### config.mk
export PLATFORM = sky130hd
export DESIGN_NAME = pulse_interval_histogram_core
export DESIGN_NICKNAME = d
export VERILOG_FILES = /design/src/hw/rtl/pih_pkg.sv /design/src/hw/rtl/pulse_interval_histogram_core.sv /design/src/hw/rtl/pih_ram.sv /design/src/hw/rtl/pih_fifo.sv /design/src/hw/rtl/pih_front.sv /design/src/hw/rtl/pih_back.sv
export SDC_FILE = /design/constraint.sdc
export NUM_CORES = 2
export LEC_CHECK = 0
export ABC_CLOCK_PERIOD_IN_PS = 25400
export BUFFER_PORTS_ARGS = -buffer_cell sky130_fd_sc_hd__buf_4
export CAP_MARGIN = 0
export CORE_ASPECT_RATIO = 2
export CORE_UTILIZATION = 45
export CTS_CLUSTER_SIZE = 8
export DETAILED_ROUTE_END_ITERATION = 6
export PLACE_DENSITY_LB_ADDON = 0.05
export SLEW_MARGIN = 40
export SYNTH_ARGS = -nofsm -noshare
export SYNTH_HDL_FRONTEND = slang
export SYNTH_SLANG_ARGS = --single-unit
### constraint.sdc
create_clock -name clk -period 25.4 [get_ports clk]
set_clock_uncertainty 0.05 [all_clocks]
set_input_delay 0 -clock clk [delete_from_list [all_inputs] [get_ports clk]]
set_output_delay 0 -clock clk [all_outputs]
set_load 0.02 [all_outputs]
### src/hw/rtl/pih_pkg.sv
// ----------------------------------------------------------------------------
// Pulse interval histogram package
// Shared widths, reset values, function codes and the queue entry type.
// ----------------------------------------------------------------------------
package pih_pkg;

    localparam int STAMP_W    = 32;
    localparam int COUNT_W    = 16;
    localparam int TOTAL_W    = 16;
    localparam int IDX_W      = 7;
    localparam int BIN_ADDR_W = 10;   // enough for up to 1024 bins
    localparam int CFG_ADDR_W = 3;

    localparam int BINS_DEFAULT        = 101;
    localparam int QUEUE_DEPTH_DEFAULT = 4;

    localparam logic [STAMP_W-1:0] LOWER_LIMIT_RESET = 32'd950;
    localparam logic [TOTAL_W-1:0] RUN_TARGET_RESET  = 16'd1000;
    localparam logic [COUNT_W-1:0] COUNT_MAX         = 16'hFFFF;

    // register index, taken from paddr[2]
    localparam logic REG_LOWER_LIMIT = 1'b0;
    localparam logic REG_RUN_TARGET  = 1'b1;

    typedef enum logic [1:0] {
        FUNC_CAPTURE = 2'd0,
        FUNC_READ    = 2'd1,
        FUNC_CLEAR   = 2'd2
    } func_t;

    typedef enum logic [1:0] {
        OP_NOP   = 2'd0,
        OP_INC   = 2'd1,
        OP_READ  = 2'd2,
        OP_CLEAR = 2'd3
    } op_kind_t;

    typedef struct packed {
        op_kind_t               kind;
        logic [BIN_ADDR_W-1:0]  addr;
        logic                   accepted;
        logic [STAMP_W-1:0]     interval;
        logic                   done;
    } op_t;

endpackage

### src/hw/rtl/pulse_interval_histogram_core.sv
// ----------------------------------------------------------------------------
// Pulse interval histogram core
// Bins capture-to-capture intervals into a saturating histogram, with bin
// reads, clear, and an APB register port for the window and run target.
// ----------------------------------------------------------------------------
// One result per item, in order, after the queue, the execute stage and the
// result register. One item per cycle is sustained while result_stall is
// low: the front end updates the interval, accepted total and done state as
// it takes each item, and the back end does one bin RAM read-modify-write per
// cycle, forwarding the last write around the registered RAM read. A queue
// of QUEUE_DEPTH operations sits between the two; item_stall rises only when
// it is full. The bin store needs no clearing pass: per-bin valid bits, reset
// at once by reset or a clear item, make untouched bins read as zero.
// Registers: lower_limit at 0x0, run_target at 0x4.
// ----------------------------------------------------------------------------
module pulse_interval_histogram_core
    import pih_pkg::*;
#(
    parameter int BINS        = BINS_DEFAULT,
    parameter int QUEUE_DEPTH = QUEUE_DEPTH_DEFAULT
) (
    input  logic                  clk,
    input  logic                  rst_n,
    // items
    input  logic                  item_valid,
    output logic                  item_stall,
    input  logic [1:0]            func,
    input  logic [STAMP_W-1:0]    timestamp,
    input  logic [IDX_W-1:0]      bin_index,
    // results
    output logic                  result_valid,
    input  logic                  result_stall,
    output logic [COUNT_W-1:0]    bin_count,
    output logic                  accepted,
    output logic [STAMP_W-1:0]    interval,
    output logic                  done_res,
    // register port
    input  logic                  psel,
    input  logic                  penable,
    input  logic                  pwrite,
    input  logic [CFG_ADDR_W-1:0] paddr,
    input  logic [31:0]           pwdata,
    output logic [31:0]           prdata,
    output logic                  pready
);

    logic [STAMP_W-1:0] lower_limit_reg;
    logic [TOTAL_W-1:0] run_target_reg;

    logic cfg_write;
    logic push;
    logic queue_full;
    logic queue_empty;
    logic pop;
    op_t  front_op;
    op_t  queue_head;

    assign pready    = 1'b1;
    assign cfg_write = psel && penable && pwrite;

    always_ff @(posedge clk or negedge rst_n)
    begin
        if (!rst_n)
        begin
            lower_limit_reg <= LOWER_LIMIT_RESET;
            run_target_reg  <= RUN_TARGET_RESET;
        end
        else if (cfg_write)
        begin
            case (paddr[2])
                REG_LOWER_LIMIT: lower_limit_reg <= pwdata;
                REG_RUN_TARGET:  run_target_reg  <= pwdata[TOTAL_W-1:0];
                default:         lower_limit_reg <= lower_limit_reg;
            endcase
        end
    end

    assign prdata = (paddr[2] == REG_RUN_TARGET) ? 32'(run_target_reg) : lower_limit_reg;

    assign item_stall = queue_full;
    assign push       = item_valid && !queue_full;

    pih_front #(
        .BINS (BINS)
    ) u_front (
        .clk         (clk),
        .rst_n       (rst_n),
        .push        (push),
        .func        (func),
        .timestamp   (timestamp),
        .bin_index   (bin_index),
        .lower_limit (lower_limit_reg),
        .run_target  (run_target_reg),
        .op          (front_op)
    );

    pih_fifo #(
        .DEPTH (QUEUE_DEPTH)
    ) u_queue (
        .clk       (clk),
        .rst_n     (rst_n),
        .push      (push),
        .push_data (front_op),
        .pop       (pop),
        .head      (queue_head),
        .full      (queue_full),
        .empty     (queue_empty)
    );

    pih_back #(
        .BINS (BINS)
    ) u_back (
        .clk          (clk),
        .rst_n        (rst_n),
        .head         (queue_head),
        .empty        (queue_empty),
        .pop          (pop),
        .result_valid (result_valid),
        .result_stall (result_stall),
        .bin_count    (bin_count),
        .accepted     (accepted),
        .interval     (interval),
        .done_res     (done_res)
    );

endmodule

### src/hw/rtl/pih_ram.sv
// ----------------------------------------------------------------------------
// Generic single-port-write RAM
// One write port, one read port with registered read data.
// ----------------------------------------------------------------------------
module pih_ram #(
    parameter int WIDTH = 16,
    parameter int DEPTH = 101
) (
    input  logic                     clk,
    input  logic                     we,
    input  logic [$clog2(DEPTH)-1:0] waddr,
    input  logic [WIDTH-1:0]         wdata,
    input  logic                     re,
    input  logic [$clog2(DEPTH)-1:0] raddr,
    output logic [WIDTH-1:0]         rdata
);

    logic [WIDTH-1:0] mem_reg [DEPTH];
    logic [WIDTH-1:0] rdata_reg;

    always_ff @(posedge clk)
    begin
        if (we)
        begin
            mem_reg[waddr] <= wdata;
        end
        if (re)
        begin
            rdata_reg <= mem_reg[raddr];
        end
    end

    assign rdata = rdata_reg;

endmodule

### src/hw/rtl/pih_fifo.sv
// ----------------------------------------------------------------------------
// Histogram operation queue
// Small FIFO of classified operations between the front and back parts.
// ----------------------------------------------------------------------------
module pih_fifo
    import pih_pkg::*;
#(
    parameter int DEPTH = QUEUE_DEPTH_DEFAULT
) (
    input  logic clk,
    input  logic rst_n,
    input  logic push,
    input  op_t  push_data,
    input  logic pop,
    output op_t  head,
    output logic full,
    output logic empty
);

    localparam int PTR_W = $clog2(DEPTH);
    localparam int CNT_W = $clog2(DEPTH + 1);

    op_t              entry_reg [DEPTH];
    logic [PTR_W-1:0] wr_ptr_reg;
    logic [PTR_W-1:0] rd_ptr_reg;
    logic [CNT_W-1:0] count_reg;
    logic [PTR_W-1:0] wr_ptr_next;
    logic [PTR_W-1:0] rd_ptr_next;

    assign wr_ptr_next = (wr_ptr_reg == PTR_W'(DEPTH - 1)) ? '0 : wr_ptr_reg + 1'b1;
    assign rd_ptr_next = (rd_ptr_reg == PTR_W'(DEPTH - 1)) ? '0 : rd_ptr_reg + 1'b1;

    always_ff @(posedge clk)
    begin
        if (push)
        begin
            entry_reg[wr_ptr_reg] <= push_data;
        end
    end

    always_ff @(posedge clk or negedge rst_n)
    begin
        if (!rst_n)
        begin
            wr_ptr_reg <= '0;
            rd_ptr_reg <= '0;
            count_reg  <= '0;
        end
        else
        begin
            if (push)
            begin
                wr_ptr_reg <= wr_ptr_next;
            end
            if (pop)
            begin
                rd_ptr_reg <= rd_ptr_next;
            end
            if (push && !pop)
            begin
                count_reg <= count_reg + 1'b1;
            end
            else if (pop && !push)
            begin
                count_reg <= count_reg - 1'b1;
            end
        end
    end

    assign head  = entry_reg[rd_ptr_reg];
    assign full  = (count_reg == CNT_W'(DEPTH));
    assign empty = (count_reg == '0);

endmodule

### src/hw/rtl/pih_front.sv
// ----------------------------------------------------------------------------
// Histogram front end
// Takes items, forms intervals, tracks the accepted total and done, and
// turns each item into one bin operation for the queue.
// ----------------------------------------------------------------------------
module pih_front
    import pih_pkg::*;
#(
    parameter int BINS = BINS_DEFAULT
) (
    input  logic               clk,
    input  logic               rst_n,
    input  logic               push,
    input  logic [1:0]         func,
    input  logic [STAMP_W-1:0] timestamp,
    input  logic [IDX_W-1:0]   bin_index,
    input  logic [STAMP_W-1:0] lower_limit,
    input  logic [TOTAL_W-1:0] run_target,
    output op_t                op
);

    localparam logic [STAMP_W-1:0] BINS_LIMIT = STAMP_W'(BINS);

    logic [STAMP_W-1:0] prev_stamp_reg;
    logic               have_prev_reg;
    logic [TOTAL_W-1:0] total_reg;

    logic [STAMP_W-1:0] prev_stamp_next;
    logic               have_prev_next;
    logic [TOTAL_W-1:0] total_next;

    logic [STAMP_W-1:0] diff;
    logic [STAMP_W-1:0] offset;
    logic               in_window;
    logic               done_now;

    assign diff      = timestamp - prev_stamp_reg;
    assign offset    = diff - lower_limit;
    assign in_window = (diff >= lower_limit) && (offset < BINS_LIMIT);
    assign done_now  = (total_reg >= run_target);

    always_comb
    begin
        prev_stamp_next = prev_stamp_reg;
        have_prev_next  = have_prev_reg;
        total_next      = total_reg;
        op.kind         = OP_NOP;
        op.addr         = '0;
        op.accepted     = 1'b0;
        op.interval     = '0;
        case (func)
            FUNC_CAPTURE:
            begin
                if (!done_now)
                begin
                    prev_stamp_next = timestamp;
                    have_prev_next  = 1'b1;
                    if (have_prev_reg)
                    begin
                        op.interval = diff;
                        if (in_window)
                        begin
                            op.kind     = OP_INC;
                            op.addr     = offset[BIN_ADDR_W-1:0];
                            op.accepted = 1'b1;
                            total_next  = total_reg + 1'b1;
                        end
                    end
                end
            end
            FUNC_READ:
            begin
                if (STAMP_W'(bin_index) < BINS_LIMIT)
                begin
                    op.kind = OP_READ;
                    op.addr = BIN_ADDR_W'(bin_index);
                end
            end
            FUNC_CLEAR:
            begin
                op.kind        = OP_CLEAR;
                total_next     = '0;
                have_prev_next = 1'b0;
            end
            default:
            begin
                op.kind = OP_NOP;
            end
        endcase
        op.done = (total_next >= run_target);
    end

    always_ff @(posedge clk)
    begin
        if (push)
        begin
            prev_stamp_reg <= prev_stamp_next;
        end
    end

    always_ff @(posedge clk or negedge rst_n)
    begin
        if (!rst_n)
        begin
            have_prev_reg <= 1'b0;
            total_reg     <= '0;
        end
        else if (push)
        begin
            have_prev_reg <= have_prev_next;
            total_reg     <= total_next;
        end
    end

endmodule

### src/hw/rtl/pih_back.sv
// ----------------------------------------------------------------------------
// Histogram back end
// Runs queued bin operations against the bin RAM and drives the result
// register. Updates are read-modify-write with forwarding of the last write.
// ----------------------------------------------------------------------------
module pih_back
    import pih_pkg::*;
#(
    parameter int BINS = BINS_DEFAULT
) (
    input  logic               clk,
    input  logic               rst_n,
    input  op_t                head,
    input  logic               empty,
    output logic               pop,
    output logic               result_valid,
    input  logic               result_stall,
    output logic [COUNT_W-1:0] bin_count,
    output logic               accepted,
    output logic [STAMP_W-1:0] interval,
    output logic               done_res
);

    localparam int BIN_AW = $clog2(BINS);

    // execute stage
    logic               ex_valid_reg;
    op_t                ex_op_reg;
    // last bin write, forwarded over the RAM read latency
    logic               lw_valid_reg;
    logic [BIN_AW-1:0]  lw_addr_reg;
    logic [COUNT_W-1:0] lw_data_reg;
    // a bin not written since reset or clear reads as zero
    logic [BINS-1:0]    bin_valid_reg;
    // result register
    logic               out_valid_reg;
    logic [COUNT_W-1:0] bin_count_reg;
    logic               accepted_reg;
    logic [STAMP_W-1:0] interval_reg;
    logic               done_reg;

    logic               advance;
    logic [BIN_AW-1:0]  ex_addr;
    logic [COUNT_W-1:0] ram_rdata;
    logic [COUNT_W-1:0] old_count;
    logic [COUNT_W-1:0] new_count;
    logic               bin_write;

    assign advance   = !out_valid_reg || !result_stall;
    assign pop       = advance && !empty;
    assign ex_addr   = ex_op_reg.addr[BIN_AW-1:0];
    assign bin_write = advance && ex_valid_reg && (ex_op_reg.kind == OP_INC);

    always_comb
    begin
        if (!bin_valid_reg[ex_addr])
        begin
            old_count = '0;
        end
        else if (lw_valid_reg && (lw_addr_reg == ex_addr))
        begin
            old_count = lw_data_reg;
        end
        else
        begin
            old_count = ram_rdata;
        end
        new_count = (old_count == COUNT_MAX) ? old_count : old_count + 1'b1;
    end

    pih_ram #(
        .WIDTH (COUNT_W),
        .DEPTH (BINS)
    ) u_bin_ram (
        .clk   (clk),
        .we    (bin_write),
        .waddr (ex_addr),
        .wdata (new_count),
        .re    (advance),
        .raddr (head.addr[BIN_AW-1:0]),
        .rdata (ram_rdata)
    );

    always_ff @(posedge clk)
    begin
        if (advance)
        begin
            ex_op_reg <= head;
            if (bin_write)
            begin
                lw_addr_reg <= ex_addr;
                lw_data_reg <= new_count;
            end
            if (ex_valid_reg)
            begin
                bin_count_reg <= (ex_op_reg.kind == OP_READ) ? old_count : '0;
                accepted_reg  <= ex_op_reg.accepted;
                interval_reg  <= ex_op_reg.interval;
                done_reg      <= ex_op_reg.done;
            end
        end
    end

    always_ff @(posedge clk or negedge rst_n)
    begin
        if (!rst_n)
        begin
            ex_valid_reg  <= 1'b0;
            lw_valid_reg  <= 1'b0;
            bin_valid_reg <= '0;
            out_valid_reg <= 1'b0;
        end
        else if (advance)
        begin
            ex_valid_reg  <= !empty;
            out_valid_reg <= ex_valid_reg;
            if (ex_valid_reg && (ex_op_reg.kind == OP_CLEAR))
            begin
                bin_valid_reg <= '0;
                lw_valid_reg  <= 1'b0;
            end
            else if (bin_write)
            begin
                bin_valid_reg[ex_addr] <= 1'b1;
                lw_valid_reg           <= 1'b1;
            end
        end
    end

    assign result_valid = out_valid_reg;
    assign bin_count    = bin_count_reg;
    assign accepted     = accepted_reg;
    assign interval     = interval_reg;
    assign done_res     = done_reg;

endmodule

==> metrics.csv <==
stage,metric,value,unit
global_routing,initial antenna violation count,13,
sta,Fin. Hold Viols,0,
clocking,post-cts gate resize count,0,
sta,max-slew violation count,0,
setup_path,kind of critical path,reg -> reg,
die,core area,0.191,mm^2
sta,final setup TNS,0,ns
global_routing,grt ovf,0,
pwr,worst vdd ir,0.181,mV
sta,Final min period,9.81,ns
placed_design,gpl congestion,0.925,
die,DIE WIDTH,313,um
yosys,Adder-Cell Fraction of Synth Area,1.55,%
clocking,clk slew on worst S/H paths,0.05,ns
pwr,Flop pwr share,36.5,%
placed_design,Final HPWL DP,156000,um
route,WL final,239000,um
sta,worst hold slack,0.103,ns
placed_design,IO Port Bufs,164,
route,ANT nets after route,0,
die,Boundary Pins,168,
yosys,leading cell type by number of instances after synthesis,edfxtp_1,
yosys,post-synthesis mux area share,15.9,%
yosys,largest family of logic cells by synthesized area,multiplexers,
placed_design,placement-stage cell area,0.0930,mm^2
pwr,Pwr per Cell Area,130,mW/mm^2
clocking,CTS buffer count,307,
pwr,Net Switching,4.62,mW
die,Die Y,623,um
yosys,"Seq/Total Area, Yosys",72.5,%
route,DRC viols,0,
yosys,dominant cells by area after synthesis,"edfxtp_1 (67%), mux4_2 (14%), dfrtp_1 (4.7%)",
clocking,Post-CTS Setup Bufs,0,
pwr,combinational power share,36.1,%
yosys,top_reg_cell synth,edfxtp_1,
sta,post-route setup slack,15.59,ns
clocking,worst skew pair latency,0.82,ns
sta,Final Cycle Share,38.6,%
global_routing,total track usage,24.8,%
yosys,synth cell count leaders,"edfxtp_1 (1,952), mux4_2 (540), nor2_1 (231)",
yosys,post-synthesis xor/xnor area fraction,0.736,%
route,initial drt markers,2892,
yosys,syn_nets,4696,
sta,Slew @ Worst Pin,0.866,ns
pwr,cell leakage power,35.3,nW
final_layout,Nets,5286,
setup_path,"Slowest-stage cell, CP",nor4_1,
clocking,Clock Path Buffers,4,
final_layout,"Non-Filler Cell Area, Final",0.103,mm^2
setup_path,Worst path most repeated cell,a21oi_1,
setup_path,arrival time at the worst endpoint,10.31,ns
final_layout,share of cells above drive strength 1,28.3,%
global_routing,global-route wire length before repair,345000,um
clocking,CTS sink count,2128,
die,Rows,227,
setup_path,Crit Path Max Fanout,9,
placed_design,pre-CTS setup slack,15.66,ns
yosys,Netlist cell types,85,
hold_path,worst hold start,result_stall,
pwr,switching share of power,34.2,%
setup_path,delay of the slowest critical-path stage,0.72,ns
yosys,Yosys warning count,0,
route,routed vias/inst,5.81,
yosys,Yosys top cell area share,67.4,%
setup_path,Worst setup SP type,flop,
sta,RSZ-0062 raised after global routing,false,
yosys,Yosys reg bits,2128,
yosys,ys async rst share,8.27,%
yosys,compound-cell area share of the yosys netlist,4.13,%
final_layout,max reg flops,1616,
job,max_cap viols,0,
clocking,Max H-tree Level,5,
route,DR vias,45100,
pwr,Clk network pwr share,27.4,%
die,Initial Utilization,45.4,%
yosys,Mapped Area,0.0869,mm^2
yosys,post-synth top area cell,edfxtp_1,
global_routing,largest net degree at the start of global routing,103,
clocking,CTS Root Cell,clkbuf_16,
yosys,Synth Area in Simple Gates,3.66,%
hold_path,worst hold path type,in -> reg,
sta,Max-slew headroom,41.8,%
global_routing,vias in the first global route,49000,
clocking,CTS tree,yes,
route,drt pass-1 iters,5,
outcome,outcome,finished clean,
route,WL per Instance,30.8,um
setup_path,Worst Setup End Kind,flop,
setup_path,CP required,25.89,ns
sta,setup violators final,0,
final_layout,area grow syn2layout,19.0,%
yosys,synthesized instance count,4507,
yosys,Syn Area/Cell,19.3,um^2
die,Die Area,0.195,mm^2
setup_path,critical path launch point,u_front.prev_stamp_reg[0]$_DFFE_PP_,
clocking,"Hold-fix buffers, CTS",165,
setup_path,worst r2r src,u_front.prev_stamp_reg[0]$_DFFE_PP_,
yosys,"EDFF count, synth",1952,
sta,Fmax,102,MHz
pwr,Power Internal,8.86,mW
## path summary, 6_finish.rpt
path,to,slack [ns],cells past startpoint
setup / recovery,u_queue.entry_reg[2][0]$_DFFE_PP_,15.59,38
hold / removal,u_back.result_valid$_DFFE_PN0N_,0.10,4
setup reg to reg,u_queue.entry_reg[2][0]$_DFFE_PP_,15.59,38
hold reg to reg,u_back.interval[28]$_DFFE_PP_,0.37,0
max in group asynchronous,u_queue.rd_ptr_reg[0]$_DFFE_PN0P_,24.33,4
min in group asynchronous,lower_limit_reg[25]$_DFFE_PN0P_,0.34,4
## worst max-delay path: cells and delay by family (launching register included)
| kind | cells | cell delay (ns) |
|---|---|---|
| compound gates | 18 | 3.44 |
| simple gates | 10 | 2.69 |
| fa+ha+maj | 4 | 1.41 |
| xor+xnor | 3 | 0.99 |
| buf+inv | 3 | 0.58 |
| flops | 1 | 0.36 |
## power by group through the flow
stage          logic (mW)  clock network (mW)  registers, mW
3_3_place_gp         4.77                   0           4.99
5_1_grt              5.13                3.90           4.94
4_1_cts              4.96                3.77           4.93
3_5_place_dp         4.93                   0           4.99
6_report             4.86                3.69           4.93
2_1_floorplan        2.80                   0           5.04
## cell families (layout without fill, tap and decap cells)
logic type | Yosys count | in the layout
flip-flops | 2128 | 2128
multiplexers | 693 | 693
AND/OR/NAND/NOR | 661 | 661
AO/OA/AOI/OAI | 512 | 512
buffers and inverters | 333 | 1040
adder cells (fa/ha/maj) | 106 | 106
XOR/XNOR | 73 | 73
other | 1 | 33
## layer usage
metal	vias up	routed length [um]	global-route usage (%)
li1	19500	-	-
met1	24000	81800	26.1
met2	1165	135000	46.9
met3	435	8970	3.54
met4	0	13700	13.7
met5	-	0	0
## cell usage in the layout, fill, tap and decap left out, drive strengths merged, types with 9 or more instances in the layout
cell and n:
or4 19, nor2b 19, a21oi 91, nor4 11
dlygate4sd3 164, buf 333, ha 103, o311ai 12
a21o 38, o21ai 85, nand2 173, xnor2 46
or3 9, a211oi 9, a22oi 9, xor2 27
nand2b 20, a221oi 13, diode 32, nand4 21
dfstp 13, a221o 13, nand3 35, nor2 231
o21a 111, mux2i 55, nor3 24, clkbuf 427
mux2 98, inv 115, a31oi 14, and2 34
dfrtp 163, mux4 540, and3 26, o211ai 33
edfxtp 1952
## per-stage QoR
step           instances  utilization [%]  power (mW)
2_1_floorplan       4507                -        7.85
3_3_place_gp        7103             48.1        9.76
3_5_place_dp        7137             48.6        9.92
4_1_cts             7728             53.9        13.7
5_1_grt             7765             54.0        14.0
6_report            7765             54.0        13.5
## final cells by class
class | count | area [um^2]
Clock inverter | 4 | 42.5
Fill cell | 15100 | 88000
Sequential cell | 2128 | 63000
Tap cell | 2519 | 3150
Inverter | 112 | 420
Multi-Input combinational cell | 2046 | 23300
Antenna cell | 32 | 80.1
Timing Repair Buffer | 502 | 4840
Clock buffer | 422 | 8480
Power figures use the tool's default switching activity.
